===== config.mk =====
export PLATFORM = sky130hd
export DESIGN_NAME = spi_dual_dac_command_receiver
export DESIGN_NICKNAME = d
export VERILOG_FILES = /design/src/rtl/core/sddcr_pkg.sv /design/src/rtl/core/sddcr_decode.sv /design/src/rtl/core/spi_dual_dac_command_receiver.sv
export SDC_FILE = /design/constraint.sdc
export NUM_CORES = 1
export LEC_CHECK = 0
export BUFFER_PORTS_ARGS = -buffer_cell sky130_fd_sc_hd__buf_2
export CORE_ASPECT_RATIO = 1.5
export CORE_UTILIZATION = 41
export DETAILED_ROUTE_END_ITERATION = 12
export SLEW_MARGIN = 5
export SYNTH_ARGS = -nofsm -noshare
export SYNTH_HDL_FRONTEND = slang
export SYNTH_HIERARCHICAL = 1
export SYNTH_SLANG_ARGS = --single-unit
export TNS_END_PERCENT = 30

===== constraint.sdc =====
create_clock -name clk -period 2.43 [get_ports clk]
set_clock_uncertainty 0.05 [all_clocks]
set_input_delay 0.243 -clock clk [delete_from_list [all_inputs] [get_ports clk]]
set_output_delay 0.243 -clock clk [all_outputs]
set_load 0.1 [all_outputs]

===== src/rtl/core/sddcr_pkg.sv =====
// Package for the SPI dual DAC command receiver.
// Holds phase codes, command bytes and the decode result type; no dependencies.
package sddcr_pkg;

  // Command bytes seen in a command phase.
  localparam logic [7:0] CMD_CHAN_A  = 8'h31;
  localparam logic [7:0] CMD_CHAN_B  = 8'h38;
  localparam logic [7:0] CMD_TWO_DEV = 8'h80;

  // Receive phase codes.
  localparam logic [3:0] PH_CMD_FIRST  = 4'd0;
  localparam logic [3:0] PH_C0_HI      = 4'd1;
  localparam logic [3:0] PH_C0_LO      = 4'd2;
  localparam logic [3:0] PH_C1_HI      = 4'd3;
  localparam logic [3:0] PH_C1_LO      = 4'd4;
  localparam logic [3:0] PH_C2_HI      = 4'd5;
  localparam logic [3:0] PH_C2_LO      = 4'd6;
  localparam logic [3:0] PH_C3_HI      = 4'd7;
  localparam logic [3:0] PH_C3_LO      = 4'd8;
  localparam logic [3:0] PH_CMD_SECOND = 4'd9;
  localparam logic [3:0] PH_SKIP1      = 4'd10;
  localparam logic [3:0] PH_SKIP2      = 4'd11;

  // What the decoder decides for one byte.
  typedef struct packed {
    logic [3:0] phase;      // next receive phase
    logic       high_load;  // byte is the high half of a value
    logic       two_set;    // switch to two-device mode
    logic       emit;       // byte completes a value
    logic [1:0] chan;       // channel of the completed value
  } dec_t;

endpackage


===== src/rtl/core/sddcr_decode.sv =====
// Per-byte phase decoder for the SPI dual DAC command receiver.
// Purely combinational; uses sddcr_pkg for codes and the dec_t result.
module sddcr_decode
  import sddcr_pkg::*;
(
  input  logic [3:0] phase,
  input  logic [7:0] data_byte,
  input  logic       two_devices,
  output dec_t       dec
);

  logic [1:0] lo_idx;

  // Low-byte phases 2, 4, 6 and 8 map to channels 0 to 3.
  assign lo_idx = phase[2:1] - 2'd1;

  always_comb begin
    dec = '0;
    dec.phase = phase;
    dec.chan = lo_idx;
    unique case (phase)
      PH_C0_HI, PH_C1_HI, PH_C2_HI, PH_C3_HI: begin
        dec.high_load = 1'b1;
        dec.phase = phase + 4'd1;
      end
      PH_C0_LO, PH_C1_LO, PH_C2_LO, PH_C3_LO: begin
        dec.emit = 1'b1;
        // A first-device write in two-device mode hands over to the second device.
        if (!lo_idx[1] && two_devices) begin
          dec.phase = PH_CMD_SECOND;
        end else begin
          dec.phase = PH_CMD_FIRST;
        end
      end
      PH_CMD_SECOND: begin
        priority if (data_byte == CMD_CHAN_A) begin
          dec.phase = PH_C2_HI;
        end else if (data_byte == CMD_CHAN_B) begin
          dec.phase = PH_C3_HI;
        end else if (data_byte == CMD_TWO_DEV) begin
          dec.two_set = 1'b1;
          dec.phase = PH_SKIP1;
        end else begin
          dec.phase = PH_CMD_SECOND;
        end
      end
      PH_SKIP1: begin
        dec.phase = PH_SKIP2;
      end
      PH_SKIP2: begin
        dec.phase = PH_CMD_FIRST;
      end
      default: begin
        // First device's command phase; unused codes behave the same way.
        priority if (data_byte == CMD_CHAN_A) begin
          dec.phase = PH_C0_HI;
        end else if (data_byte == CMD_CHAN_B) begin
          dec.phase = PH_C1_HI;
        end else if (data_byte == CMD_TWO_DEV) begin
          dec.two_set = 1'b1;
          dec.phase = PH_SKIP1;
        end else begin
          dec.phase = PH_CMD_FIRST;
        end
      end
    endcase
  end

endmodule


===== src/rtl/core/spi_dual_dac_command_receiver.sv =====
// Top level of the SPI dual DAC command receiver.
// Uses sddcr_pkg and instantiates sddcr_decode.

// Takes one SPI byte per item and emits a channel/value item each time the
// low byte of a DAC write arrives. Bytes 0x31 and 0x38 select channel A or B,
// the next two bytes give the value high byte first, and 0x80 switches for
// good to two daisy-chained devices, where channels 2 and 3 belong to the
// second device. An item is registered on entry and then decoded into the
// output register, and one item is accepted every cycle while the output
// does not stall; each byte updates the single phase register. A stall on
// the output holds the pipeline and stalls the input.
module spi_dual_dac_command_receiver
  import sddcr_pkg::*;
(
  input  logic        clk,
  input  logic        rst_n,
  input  logic        in_valid,
  output logic        in_stall,
  input  logic [7:0]  in_data_byte,
  output logic        out_valid,
  input  logic        out_stall,
  output logic [1:0]  out_dac_channel,
  output logic [15:0] out_dac_value
);

  logic       byte_vld_r;
  logic [7:0] byte_r;
  logic [3:0] phase_r;
  logic [7:0] high_r;
  logic       two_dev_r;
  logic       out_vld_r;
  logic [1:0] out_chan_r;
  logic [15:0] out_val_r;
  logic       adv;
  dec_t       dec;

  // The decode stage moves whenever the output register is free or draining.
  assign adv      = !out_vld_r || !out_stall;
  assign in_stall = byte_vld_r && !adv;

  // Input register.
  always_ff @(posedge clk) begin
    if (!rst_n) begin
      byte_vld_r <= 1'b0;
    end else if (!in_stall) begin
      byte_vld_r <= in_valid;
    end
    if (!in_stall) begin
      byte_r <= in_data_byte;
    end
  end

  sddcr_decode u_decode (
    .phase       (phase_r),
    .data_byte   (byte_r),
    .two_devices (two_dev_r),
    .dec         (dec)
  );

  // Receiver state and output register.
  always_ff @(posedge clk) begin
    if (!rst_n) begin
      phase_r   <= PH_CMD_FIRST;
      high_r    <= 8'h00;
      two_dev_r <= 1'b0;
      out_vld_r <= 1'b0;
    end else if (adv) begin
      out_vld_r <= byte_vld_r && dec.emit;
      if (byte_vld_r) begin
        phase_r <= dec.phase;
        if (dec.high_load) begin
          high_r <= byte_r;
        end
        if (dec.two_set) begin
          two_dev_r <= 1'b1;
        end
      end
    end
    if (adv && byte_vld_r && dec.emit) begin
      out_chan_r <= dec.chan;
      out_val_r  <= {high_r, byte_r};
    end
  end

  assign out_valid       = out_vld_r;
  assign out_dac_channel = out_chan_r;
  assign out_dac_value   = out_val_r;

endmodule


==> summary.txt, run 1 <==
Outcome
  – Outcome: finished clean

Yosys
  – Main flop type after synthesis: edfxtp_1
  – Cell count after synthesis: about 140
  – Synthesized cell area: about 1700 um2
  – Syn Nets: roughly 160
  – Syn Area/Cell: approximately 12 um2
  – Synth Register Bits: 41
  – YS warnings: 6
  – Netlist cell types: 39
  – Register area share after synthesis: 0.620
  – Share of flip-flops with an asynchronous set or reset: 0
  – Post-synth EDFFs: 26

Pwr
  – Sw frac: 0.190
  – Sw power: between 0.2 and 0.3 mW
  – Pint: 1.07 mW
  – Max IR drop VDD: 0.498 mV
  – Sequential share of power: 0.573
  – Clock Power Share: 0.403
  – Pwr Density: between 600 and 700 nW/um2
  – Overall Power: 1.32 mW
  – Leak Pwr: approximately 0.75 nW
  – Comb power frac: 0.024

Clock network
  – Clk slew on worst S/H paths: ~0.080 ns
  – TritonCTS clock tree: built
  – CTS Sinks: between 40 and 50
  – Post_cts resized: 0
  – Post-CTS Setup Bufs: 0
  – Clk_lat worst skew: 0.29 ns
  – Root buffer cell: clkbuf_8
  – H-tree levels: 2
  – Cts bufs inserted: 5
  – Hold Buf Count CTS: 0
  – CTS max path bufs: 2

Die
  – Area of the core: 3990 um2
  – Full die area: between 4000 and 5000 um2
  – Initial Util: 0.437
  – IO Pins: 32
  – # rows: 28
  – Die height: 81.9 um
  – Die width: about 55 um

Drt
  – Drc violations: 0
  – DR iter-0 viols: 90
  – Post-route ant nets: 0
  – Final Routed Wirelength: ~3200 um
  – Router iterations before antenna repair: 4
  – DR WL/cell: about 15 um
  – Routed vias/inst: roughly 5.5
  – Total number of vias: 1208

Finish
  – Cell Count, Final, Fillers Out: approximately 220
  – Area Growth Syn to Fin: 16.6%
  – Nets: roughly 190
  – Commonest non-fill, non-tap cell in the layout: buf_2
  – Leading cell types in the layout, fill and taps excluded: buf_2 (31), edfxtp_1 (26), nand2_1 (19), dfxtp_1 (14)
  – Share of cells above drive strength 1: 0.313
  – Fin area: around 2000 um2
  – N_diodes: 0

Setup path
  – CP startpoint kind: register
  – Slowest cell on crit path: or4b_1
  – Arr. time, crit path: roughly 2.2 ns
  – Worst path required time: around 2.6 ns
  – Crit end category: register
  – Crit-path max cell delay: around 0.52 ns
  – Worst-path cell chain: inv_1 -> ha_1 -> or4b_1 -> and3_4 -> o311ai_2 -> nand3_1 -> o21ai_0
  – WS Path Type: reg2reg
  – Largest fanout on the critical path: 5

Timing
  – Worst-margin pin slew: just under 0.5 ns
  – Minimum clock period: slightly above 2 ns
  – Final hold vios: 0
  – Max Slew Vio Count: 0
  – Setup violators final: 0
  – Fmax: between 400 and 500 MHz
  – RSZ-0062 raised after global routing: no
  – Hold WS: roughly 0.074 ns
  – Tcrit/Tclk final: 0.847
  – Sum Neg Setup Slack: 0 ns
  – Worst rel slew slack: 0.677

Placement
  – DP HPWL: 2410 um
  – Inst Count DP: ~210
  – Gp weighted congestion: just under 1
  – Placed Area: approximately 1900 um2
  – I/O Buffers: 31

Global route
  – Largest net degree at the start of global routing: 28
  – Vias in the first global route: roughly 1200
  – Initial antenna violation count: 0
  – Total Routing Usage GR: 0.158
  – First-pass GRT wire length: approximately 5500 um
  – GR Overflow Total: 0

Min path
  – Hold Crit Class: in2reg

Flow run
  – Max-Cap Viols: 0
per-stage QoR:
stage	setup slack (ns)	utilization
after floorplan	0.362	-
after global placement	0.536	0.481
after detailed placement	0.421	0.481
after CTS	0.415	0.509
after global routing	0.284	0.509
final	0.372	0.509
worst paths after layout:
path | slack (ns) | endpoint | startpoint | cells after the start
max reg2reg | 0.37 | phase_r[3] | phase_r[0] | 7
max | 0.37 | phase_r[3] | phase_r[0] | 7
min reg2reg | 0.38 | out_dac_value[14] | high_r[6] | 0
min | 0.07 | byte_r[7] | in_data_byte[7] | 1
cell families (layout without fill, tap and decap cells):
family	Yosys count	after routing	share of synthesized area
buf+inv	11	46	0.0416
mux	1	1	0.00646
xor+xnor	1	1	0.00502
compound gates	32	32	0.138
fa+ha+maj	5	5	0.0359
flops	41	41	0.620
simple gates	50	50	0.154
final cells by class:
type | count | area (um2)
Sequential cell | 41 | 1080
Clock inverter | 2 | 38.8
Timing Repair Buffer | 34 | 178
Fill cell | 375 | 1960
Tap cell | 45 | 56.3
Multi-Input combinational cell | 89 | 591
Clock buffer | 6 | 72.6
Inverter | 4 | 15.0
routing by layer:
| metal | track usage | share of wire |
|---|---|---|
| met4 | 0.0775 | 0.020 |
| met3 | 0.0331 | 0.050 |
| met1 | 0.159 | 0.35 |
| met5 | 0 | 0 |
| met2 | 0.307 | 0.58 |
cell usage after synthesis (2+ instances only):
cell / n / area, um2
a21o_1: 2 / 15.0
a21oi_1: 5 / 25.0
a31oi_1: 2 / 12.5
and2_1: 2 / 12.5
buf_2: 3 / 15.0
dfxtp_1: 15 / 300
edfxtp_1: 26 / 781
ha_1: 5 / 62.6
inv_1: 4 / 15.0
nand2_1: 19 / 71.3
nand3_1: 6 / 30.0
nand4_1: 8 / 50.1
nor2_1: 3 / 11.3
nor2b_1: 3 / 18.8
o21ai_0: 7 / 35.0
o21ai_2: 8 / 70.1
critical path: cells and delay by family (launching register included):
kind | cells | cell delay (ns)
flops | 1 | 0.40
simple gates | 3 | 0.81
compound gates | 2 | 0.34
buf+inv | 1 | 0.11
fa+ha+maj | 1 | 0.26
flip-flops by register name, indices dropped and copies added (netlist names):
name,flops
out_dac_value,16
byte_r,8
high_r,8
phase_r,4
out_dac_channel,2
byte_vld_r,1
out_valid,1
two_dev_r,1
power groups by stage:
stage | logic, mW | clock network [mW] | registers [mW]
3_3_place_gp | 0.0305 | 0 | 0.770
2_1_floorplan | 0.0191 | 0 | 0.767
5_1_grt | 0.0345 | 0.579 | 0.755
3_5_place_dp | 0.0319 | 0 | 0.770
4_1_cts | 0.0320 | 0.547 | 0.754
6_report | 0.0319 | 0.530 | 0.754
No activity file was read; power rests on OpenSTA's default activity.
==> run 2: changes to the inputs <==
==> constraint.sdc (replaced) <==
create_clock -name clk -period 2 [get_ports clk]
set_clock_uncertainty 0.05 [all_clocks]
set_input_delay 0.2 -clock clk [delete_from_list [all_inputs] [get_ports clk]]
set_output_delay 0.2 -clock clk [all_outputs]
set_load 0.1 [all_outputs]
==> run 2 against run 1 <==
Die area unchanged; first-iteration DRC count down 36%; sequential power up 21%; design area up 1.2%; final cell count up 1.4%; power up 12%; largest power group unchanged; non-clock buffer count up 3; critical endpoint unchanged; worst hold slack worse by 0.040 ns; maximum frequency up 8.2%; worst setup slack worse by 0.27 ns; register-to-register slack worse by 0.27 ns; clock power down 2%.
==> summary.txt, run 2 (synthesized netlist as in run 1, its figures left out) <==
Outcome
  – Outcome: finished clean

Timing
  – Sum Neg Setup Slack: 0 ns
  – Tcrit/Tclk final: 0.951
  – RSZ-0062 raised after global routing: no
  – Worst rel slew slack: 0.677
  – Hold WS: approximately 0.035 ns
  – Final hold vios: 0
  – Minimum clock period: roughly 1.9 ns
  – Worst-margin pin slew: 0.488 ns
  – Max Slew Vio Count: 0
  – Setup violators final: 0
  – Fmax: ~530 MHz
  – Final WS setup: slightly below 0.1 ns

Setup path
  – CP startpoint kind: register
  – R2r startpoint: phase_r[0]
  – Flop2flop setup slack: 0.1 ns
  – Arr. time, crit path: 2.07 ns
  – Slowest cell on crit path: or4b_1
  – Worst r2r dst: phase_r[3]
  – Crit-path max cell delay: between 0.5 and 0.6 ns
  – Crit path buf inv count: 1
  – Crit end category: register
  – Worst-path cell chain: inv_1 -> ha_2 -> or4b_1 -> and3_4 -> o311ai_2 -> nand3_1 -> o21ai_0
  – CP top delay family: simple AND/OR/NAND/NOR gates
  – Cells on worst reg2reg path: 7
  – Largest fanout on the critical path: 5
  – Worst path required time: approximately 2.2 ns
  – WS Path Type: reg2reg

Flow run
  – Max-Cap Viols: 0

Global route
  – GR Overflow Total: 0
  – Total Routing Usage GR: 0.161
  – Initial antenna violation count: 0
  – Met1 Usage GRT: 0.145
  – Busiest layer in global routing: met2
  – Vias in the first global route: 1236
  – Largest net degree at the start of global routing: 28
  – Met3 usage: 0.0346
  – First-pass GRT wire length: ~5500 um
  – M2 GR Usage: 0.312

Pwr
  – Pwr Density: 717 nW/um2
  – Overall Power: 1.48 mW
  – Max IR drop VDD: 0.548 mV
  – Leak Pwr: between 0.7 and 0.8 nW

Die
  – Area of the core: around 4000 um2
  – # rows: 28
  – Die height: 81.9 um
  – Initial Util: 0.437
  – Die width: 55.3 um
  – Full die area: 4520 um2
  – IO Pins: 32

Finish
  – Nets: approximately 200
  – Share of cells above drive strength 1: 0.358
  – Area Growth Syn to Fin: 17.9%
  – Max FFs per register: 16
  – Commonest non-fill, non-tap cell in the layout: buf_2
  – N_diodes: 0
  – Leading cell types in the layout, fill and taps excluded: buf_2 (31), edfxtp_1 (26), nand2_1 (19), dfxtp_1 (12)

Clock network
  – Clk_lat worst skew: 0.29 ns
  – TritonCTS clock tree: built
  – Hold Buf Count CTS: 0
  – Cts bufs inserted: 5
  – Post-CTS Setup Bufs: 0
  – Clk slew on worst S/H paths: 0.08 ns
  – CTS max path bufs: 2
  – H-tree levels: 2
  – Root buffer cell: clkbuf_8
  – CTS Sinks: 41

Drt
  – Drc violations: 0
  – Post-route ant nets: 0
  – DR iter-0 viols: 58
  – Final Routed Wirelength: roughly 3300 um
  – Router iterations before antenna repair: 4
  – DR WL/cell: 14.9 um
  – Total number of vias: between 1000 and 1500
  – Routed vias/inst: between 5 and 6

Placement
  – Placement Setup Slack: 0.0233 ns
  – DP HPWL: roughly 2400 um
  – Gp weighted congestion: around 1.1
  – I/O Buffers: 31

Min path
  – Hold worst-path end: byte_r[7]
  – Hold Crit Class: in2reg
  – Hold Crit Start: in_data_byte[7]
  – Hold path cells: 1
-- run 2: area by class of cell --
type / instances / area, um2
clock inverter: 3 / 17.5
fill: 371 / 1940
clock buffer: 5 / 68.8
multi-input combinational: 89 / 596
inverter: 4 / 18.8
tap: 45 / 56.3
sequential: 41 / 1090
timing repair buffer: 37 / 213
-- run 2: where the power goes --
| group | internal [mW] | leakage [nW] | switching, mW |
|---|---|---|---|
| combinational | 0.0189 | 0.351 | 0.0244 |
| clock | 0.241 | 0.0439 | 0.278 |
| sequential | 0.903 | 0.346 | 0.0101 |
-- run 2: how the worst max path moves through the flow --
stage          slack (ns)          to  cells after the start       start
2_1_floorplan        0.09  byte_vld_r                      3   out_valid
3_3_place_gp         0.10  phase_r[3]                      7  phase_r[0]
3_5_place_dp         0.02  phase_r[3]                      7  phase_r[0]
4_1_cts              0.04  phase_r[3]                      7  phase_r[0]
5_1_grt             0.002  phase_r[3]                      7  phase_r[0]
6_report              0.1  phase_r[3]                      7  phase_r[0]
-- run 2: metal layers --
layer | part of all wire | vias to the layer above
met5 | 0 | -
met4 | 0.050 | 0
met3 | 0.048 | 13
met2 | 0.55 | 37
met1 | 0.35 | 583
li1 | - | 591
-- run 2: stage by stage --
stage | cells | area (um2) | utilization
final | 224 | 2060 | 0.515
after global routing | 224 | 2060 | 0.515
after CTS | 224 | 2050 | 0.513
after detailed placement | 216 | 1960 | 0.491
after global placement | 216 | 1960 | 0.491
after floorplan | 141 | 1750 | -
-- run 2: repair_timing --
action                                  4_1_cts  5_1_grt
gates cloned                                  0        0
gates resized for setup                       2        3
endpoints found under the setup margin        1        1
==> run 3: changes to the inputs <==
--- a/config.mk
+++ b/config.mk
@@ -12,6 +12,5 @@
 export SLEW_MARGIN = 5
 export SYNTH_ARGS = -nofsm -noshare
 export SYNTH_HDL_FRONTEND = slang
-export SYNTH_HIERARCHICAL = 1
 export SYNTH_SLANG_ARGS = --single-unit
 export TNS_END_PERCENT = 30
==> run 3 against run 2 <==
Core utilization rose by 0.094 points; non-clock buffer count fell by 2; critical path depth fell by 1; worst setup slack improved by 0.11 ns; sequential share of layout area fell by 0.34 points; via count fell by 8.4%; register-to-register slack improved by 0.11 ns; sequential power rose by 3.6%; global-route usage rose by 1.9 points; worst hold slack improved by 0.0016 ns; design area rose by 0.18%.
==> summary.txt, run 3 <==
Outcome
  – Outcome: finished clean

Die
  – Full die area: 4470 um2
  – Die height: slightly above 80 um
  – IO Pins: 32
  – Initial Util: 0.431
  – Die width: around 55 um
  – Area of the core: roughly 4000 um2
  – # rows: 28

Clock network
  – Clk_lat worst skew: 0.28 ns
  – Clk slew on worst S/H paths: ~0.070 ns
  – H-tree levels: 2
  – TritonCTS clock tree: built
  – Hold Buf Count CTS: 0
  – CTS max path bufs: 2
  – Root buffer cell: clkbuf_8
  – Cts bufs inserted: 5
  – CTS Sinks: 41
  – Post-CTS Setup Bufs: 0
  – Post_cts resized: 0

Pwr
  – Sequential share of power: 0.544
  – Clock Power Share: 0.362
  – Comb power frac: 0.094
  – Pwr Density: around 840 nW/um2
  – Sw power: 0.393 mW
  – Sw frac: 0.226
  – Pint: 1.35 mW
  – Max IR drop VDD: between 0.5 and 0.6 mV
  – Leak Pwr: about 0.78 nW

Placement
  – Gp weighted congestion: between 0.9 and 1
  – I/O Buffers: 31
  – Placement Setup Slack: about 0.20 ns
  – DP HPWL: about 2500 um

Yosys
  – Synthesized cell area: 1720 um2
  – Synth area leaders: edfxtp_1 (45%), dfxtp_1 (17%), mux2i_1 (4.6%)
  – Register area share after synthesis: 0.627
  – Complex-gate fraction of the synthesized area: 0.126
  – Synth top area share: 0.453
  – Post-synth EDFFs: 26
  – Post-Synth Adder-Cell Area: 0.0363
  – Simple-Gate Fraction of Synth Area: 0.137
  – Netlist cell types: 36
  – Synth Register Bits: 41
  – Count leader, synth: edfxtp_1
  – Main flop type after synthesis: edfxtp_1
  – YS warnings: 0
  – Cell count after synthesis: ~120
  – Cell taking the most area after synthesis: edfxtp_1
  – Syn Nets: about 140
  – Share of flip-flops with an asynchronous set or reset: 0
  – Synth Area in XOR/XNOR: 0.00508
  – Largest family of logic cells by synthesized area: simple AND/OR/NAND/NOR gates
  – Top cells by count, synth: edfxtp_1 (26), dfxtp_1 (15), nor2b_1 (11)
  – Syn Area/Cell: around 14 um2
  – Multiplexer share of the synthesized area: 0.0465

Drt
  – DR WL/cell: about 16 um
  – Final Routed Wirelength: 3350 um
  – Routed vias/inst: 5.34
  – Drc violations: 0
  – Post-route ant nets: 0
  – Total number of vias: between 1000 and 1500
  – DR iter-0 viols: 31
  – Router iterations before antenna repair: 4

Timing
  – Final WS setup: around 0.21 ns
  – Worst rel slew slack: 0.675
  – Setup violators final: 0
  – RSZ-0062 raised after global routing: no
  – Fmax: 558 MHz
  – Sum Neg Setup Slack: 0 ns
  – Tcrit/Tclk final: 0.896
  – Worst-margin pin slew: roughly 0.5 ns
  – Max Slew Vio Count: 0
  – Minimum clock period: approximately 1.8 ns
  – Final hold vios: 0

Finish
  – Area Growth Syn to Fin: 19.6%
  – Fillers: approximately 370
  – Max FFs per register: 16
  – Leading cell types in the layout, fill and taps excluded: buf_2 (31), edfxtp_1 (26), dfxtp_1 (14), nor2b_1 (11), mux2i_1 (8)
  – N_diodes: 0
  – Nets: 181
  – Post-Route Utilization: 0.516
  – Commonest non-fill, non-tap cell in the layout: buf_2
  – Share of cells above drive strength 1: 0.321

Global route
  – GR Overflow Total: 0
  – Largest net degree at the start of global routing: 18
  – Total Routing Usage GR: 0.180
  – Initial antenna violation count: 0
  – Vias in the first global route: approximately 1100
  – First-pass GRT wire length: between 5000 and 6000 um

Min path
  – Hold Crit Class: in2reg
  – Hold worst-path end: byte_r[5]
  – Hold path cells: 1
  – Hold Crit Start: in_data_byte[5]

Flow run
  – Max-Cap Viols: 0

Setup path
  – Cells on worst reg2reg path: 6
  – WS Path Type: reg2reg
  – Arr. time, crit path: about 1.8 ns
  – R2r startpoint: phase_r[0]
  – Crit end category: register
  – Largest fanout on the critical path: 14
  – CP startpoint kind: register
  – Worst r2r dst: out_dac_value[12]
  – Flop2flop setup slack: ~0.21 ns
  – Worst path required time: about 2.0 ns
-- run 3: changes by cell type in the layout (fill, tap and decap cells not counted), sizes merged, moves of 2 or more --
cell	change
nand3	-3
mux2i	+8
nand4	-8
buf	-2
nor3	+3
inv	+2
a21o	-2
nand2	-15
o2bb2ai	+2
o21ai	-9
nor2b	+9
a21oi	-2
-- run 3: critical path, cell delays in order (launching register included) --
cell and delay [ns]:
dfxtp_1 0.40, inv_1 0.10, ha_1 0.27, a21oi_1 0.23, o2bb2ai_1 0.11, and2_1 0.18
buf_4 0.20
-- run 3: worst max-delay path by stage --
stage / from / to / slack (ns) / cells past startpoint
2_1_floorplan: out_valid / byte_vld_r / 0.11 / 3
3_3_place_gp: phase_r[1] / out_dac_value[2] / 0.28 / 6
3_5_place_dp: phase_r[0] / out_dac_value[2] / 0.20 / 6
4_1_cts: phase_r[0] / out_dac_value[12] / 0.21 / 6
5_1_grt: phase_r[0] / out_dac_value[3] / 0.04 / 6
6_report: phase_r[0] / out_dac_value[12] / 0.21 / 6
-- run 3: through the flow --
step	power (mW)	hold WS [ns]	std cells	cell area, um2
6_report	1.74	0.0362	210	2060
5_1_grt	1.81	0.0178	210	2060
4_1_cts	1.76	0.0279	210	2060
3_5_place_dp	1.13	0.329	202	1950
3_3_place_gp	1.12	0.327	202	1950
2_1_floorplan	1.08	0.249	124	1730
-- run 3: cell families after synthesis --
family,count (synthesis)
flops,41
mux,8
compound gates,27
fa+ha+maj,5
simple gates,34
xor+xnor,1
buf+inv,8
-- run 3: power groups by stage --
stage | clock network [mW] | registers, mW | logic (mW)
after detailed placement | 0 | 0.966 | 0.163
after floorplan | 0 | 1.00 | 0.0827
after CTS | 0.647 | 0.946 | 0.164
after global placement | 0 | 0.964 | 0.160
after global routing | 0.683 | 0.950 | 0.175
final | 0.630 | 0.946 | 0.163
-- run 3: metal layers --
| layer | GRT usage | vias to the layer above | part of all wire |
|---|---|---|---|
| met5 | 0 | - | 0 |
| met4 | 0.0975 | 0 | 0.031 |
| met3 | 0.0393 | 9 | 0.038 |
| met2 | 0.328 | 30 | 0.59 |
| met1 | 0.178 | 539 | 0.34 |
| li1 | - | 543 | - |
-- run 3: final cells by class --
class | instances | area [um2] | share of cell area
multi-input combinational | 75 | 604 | 0.293
clock buffer | 6 | 72.6 | 0.0352
timing repair buffer | 35 | 185 | 0.0899
clock inverter | 2 | 33.8 | 0.0164
inverter | 6 | 26.3 | 0.0128
tap | 45 | 56.3 | 0.0273
sequential | 41 | 1080 | 0.525
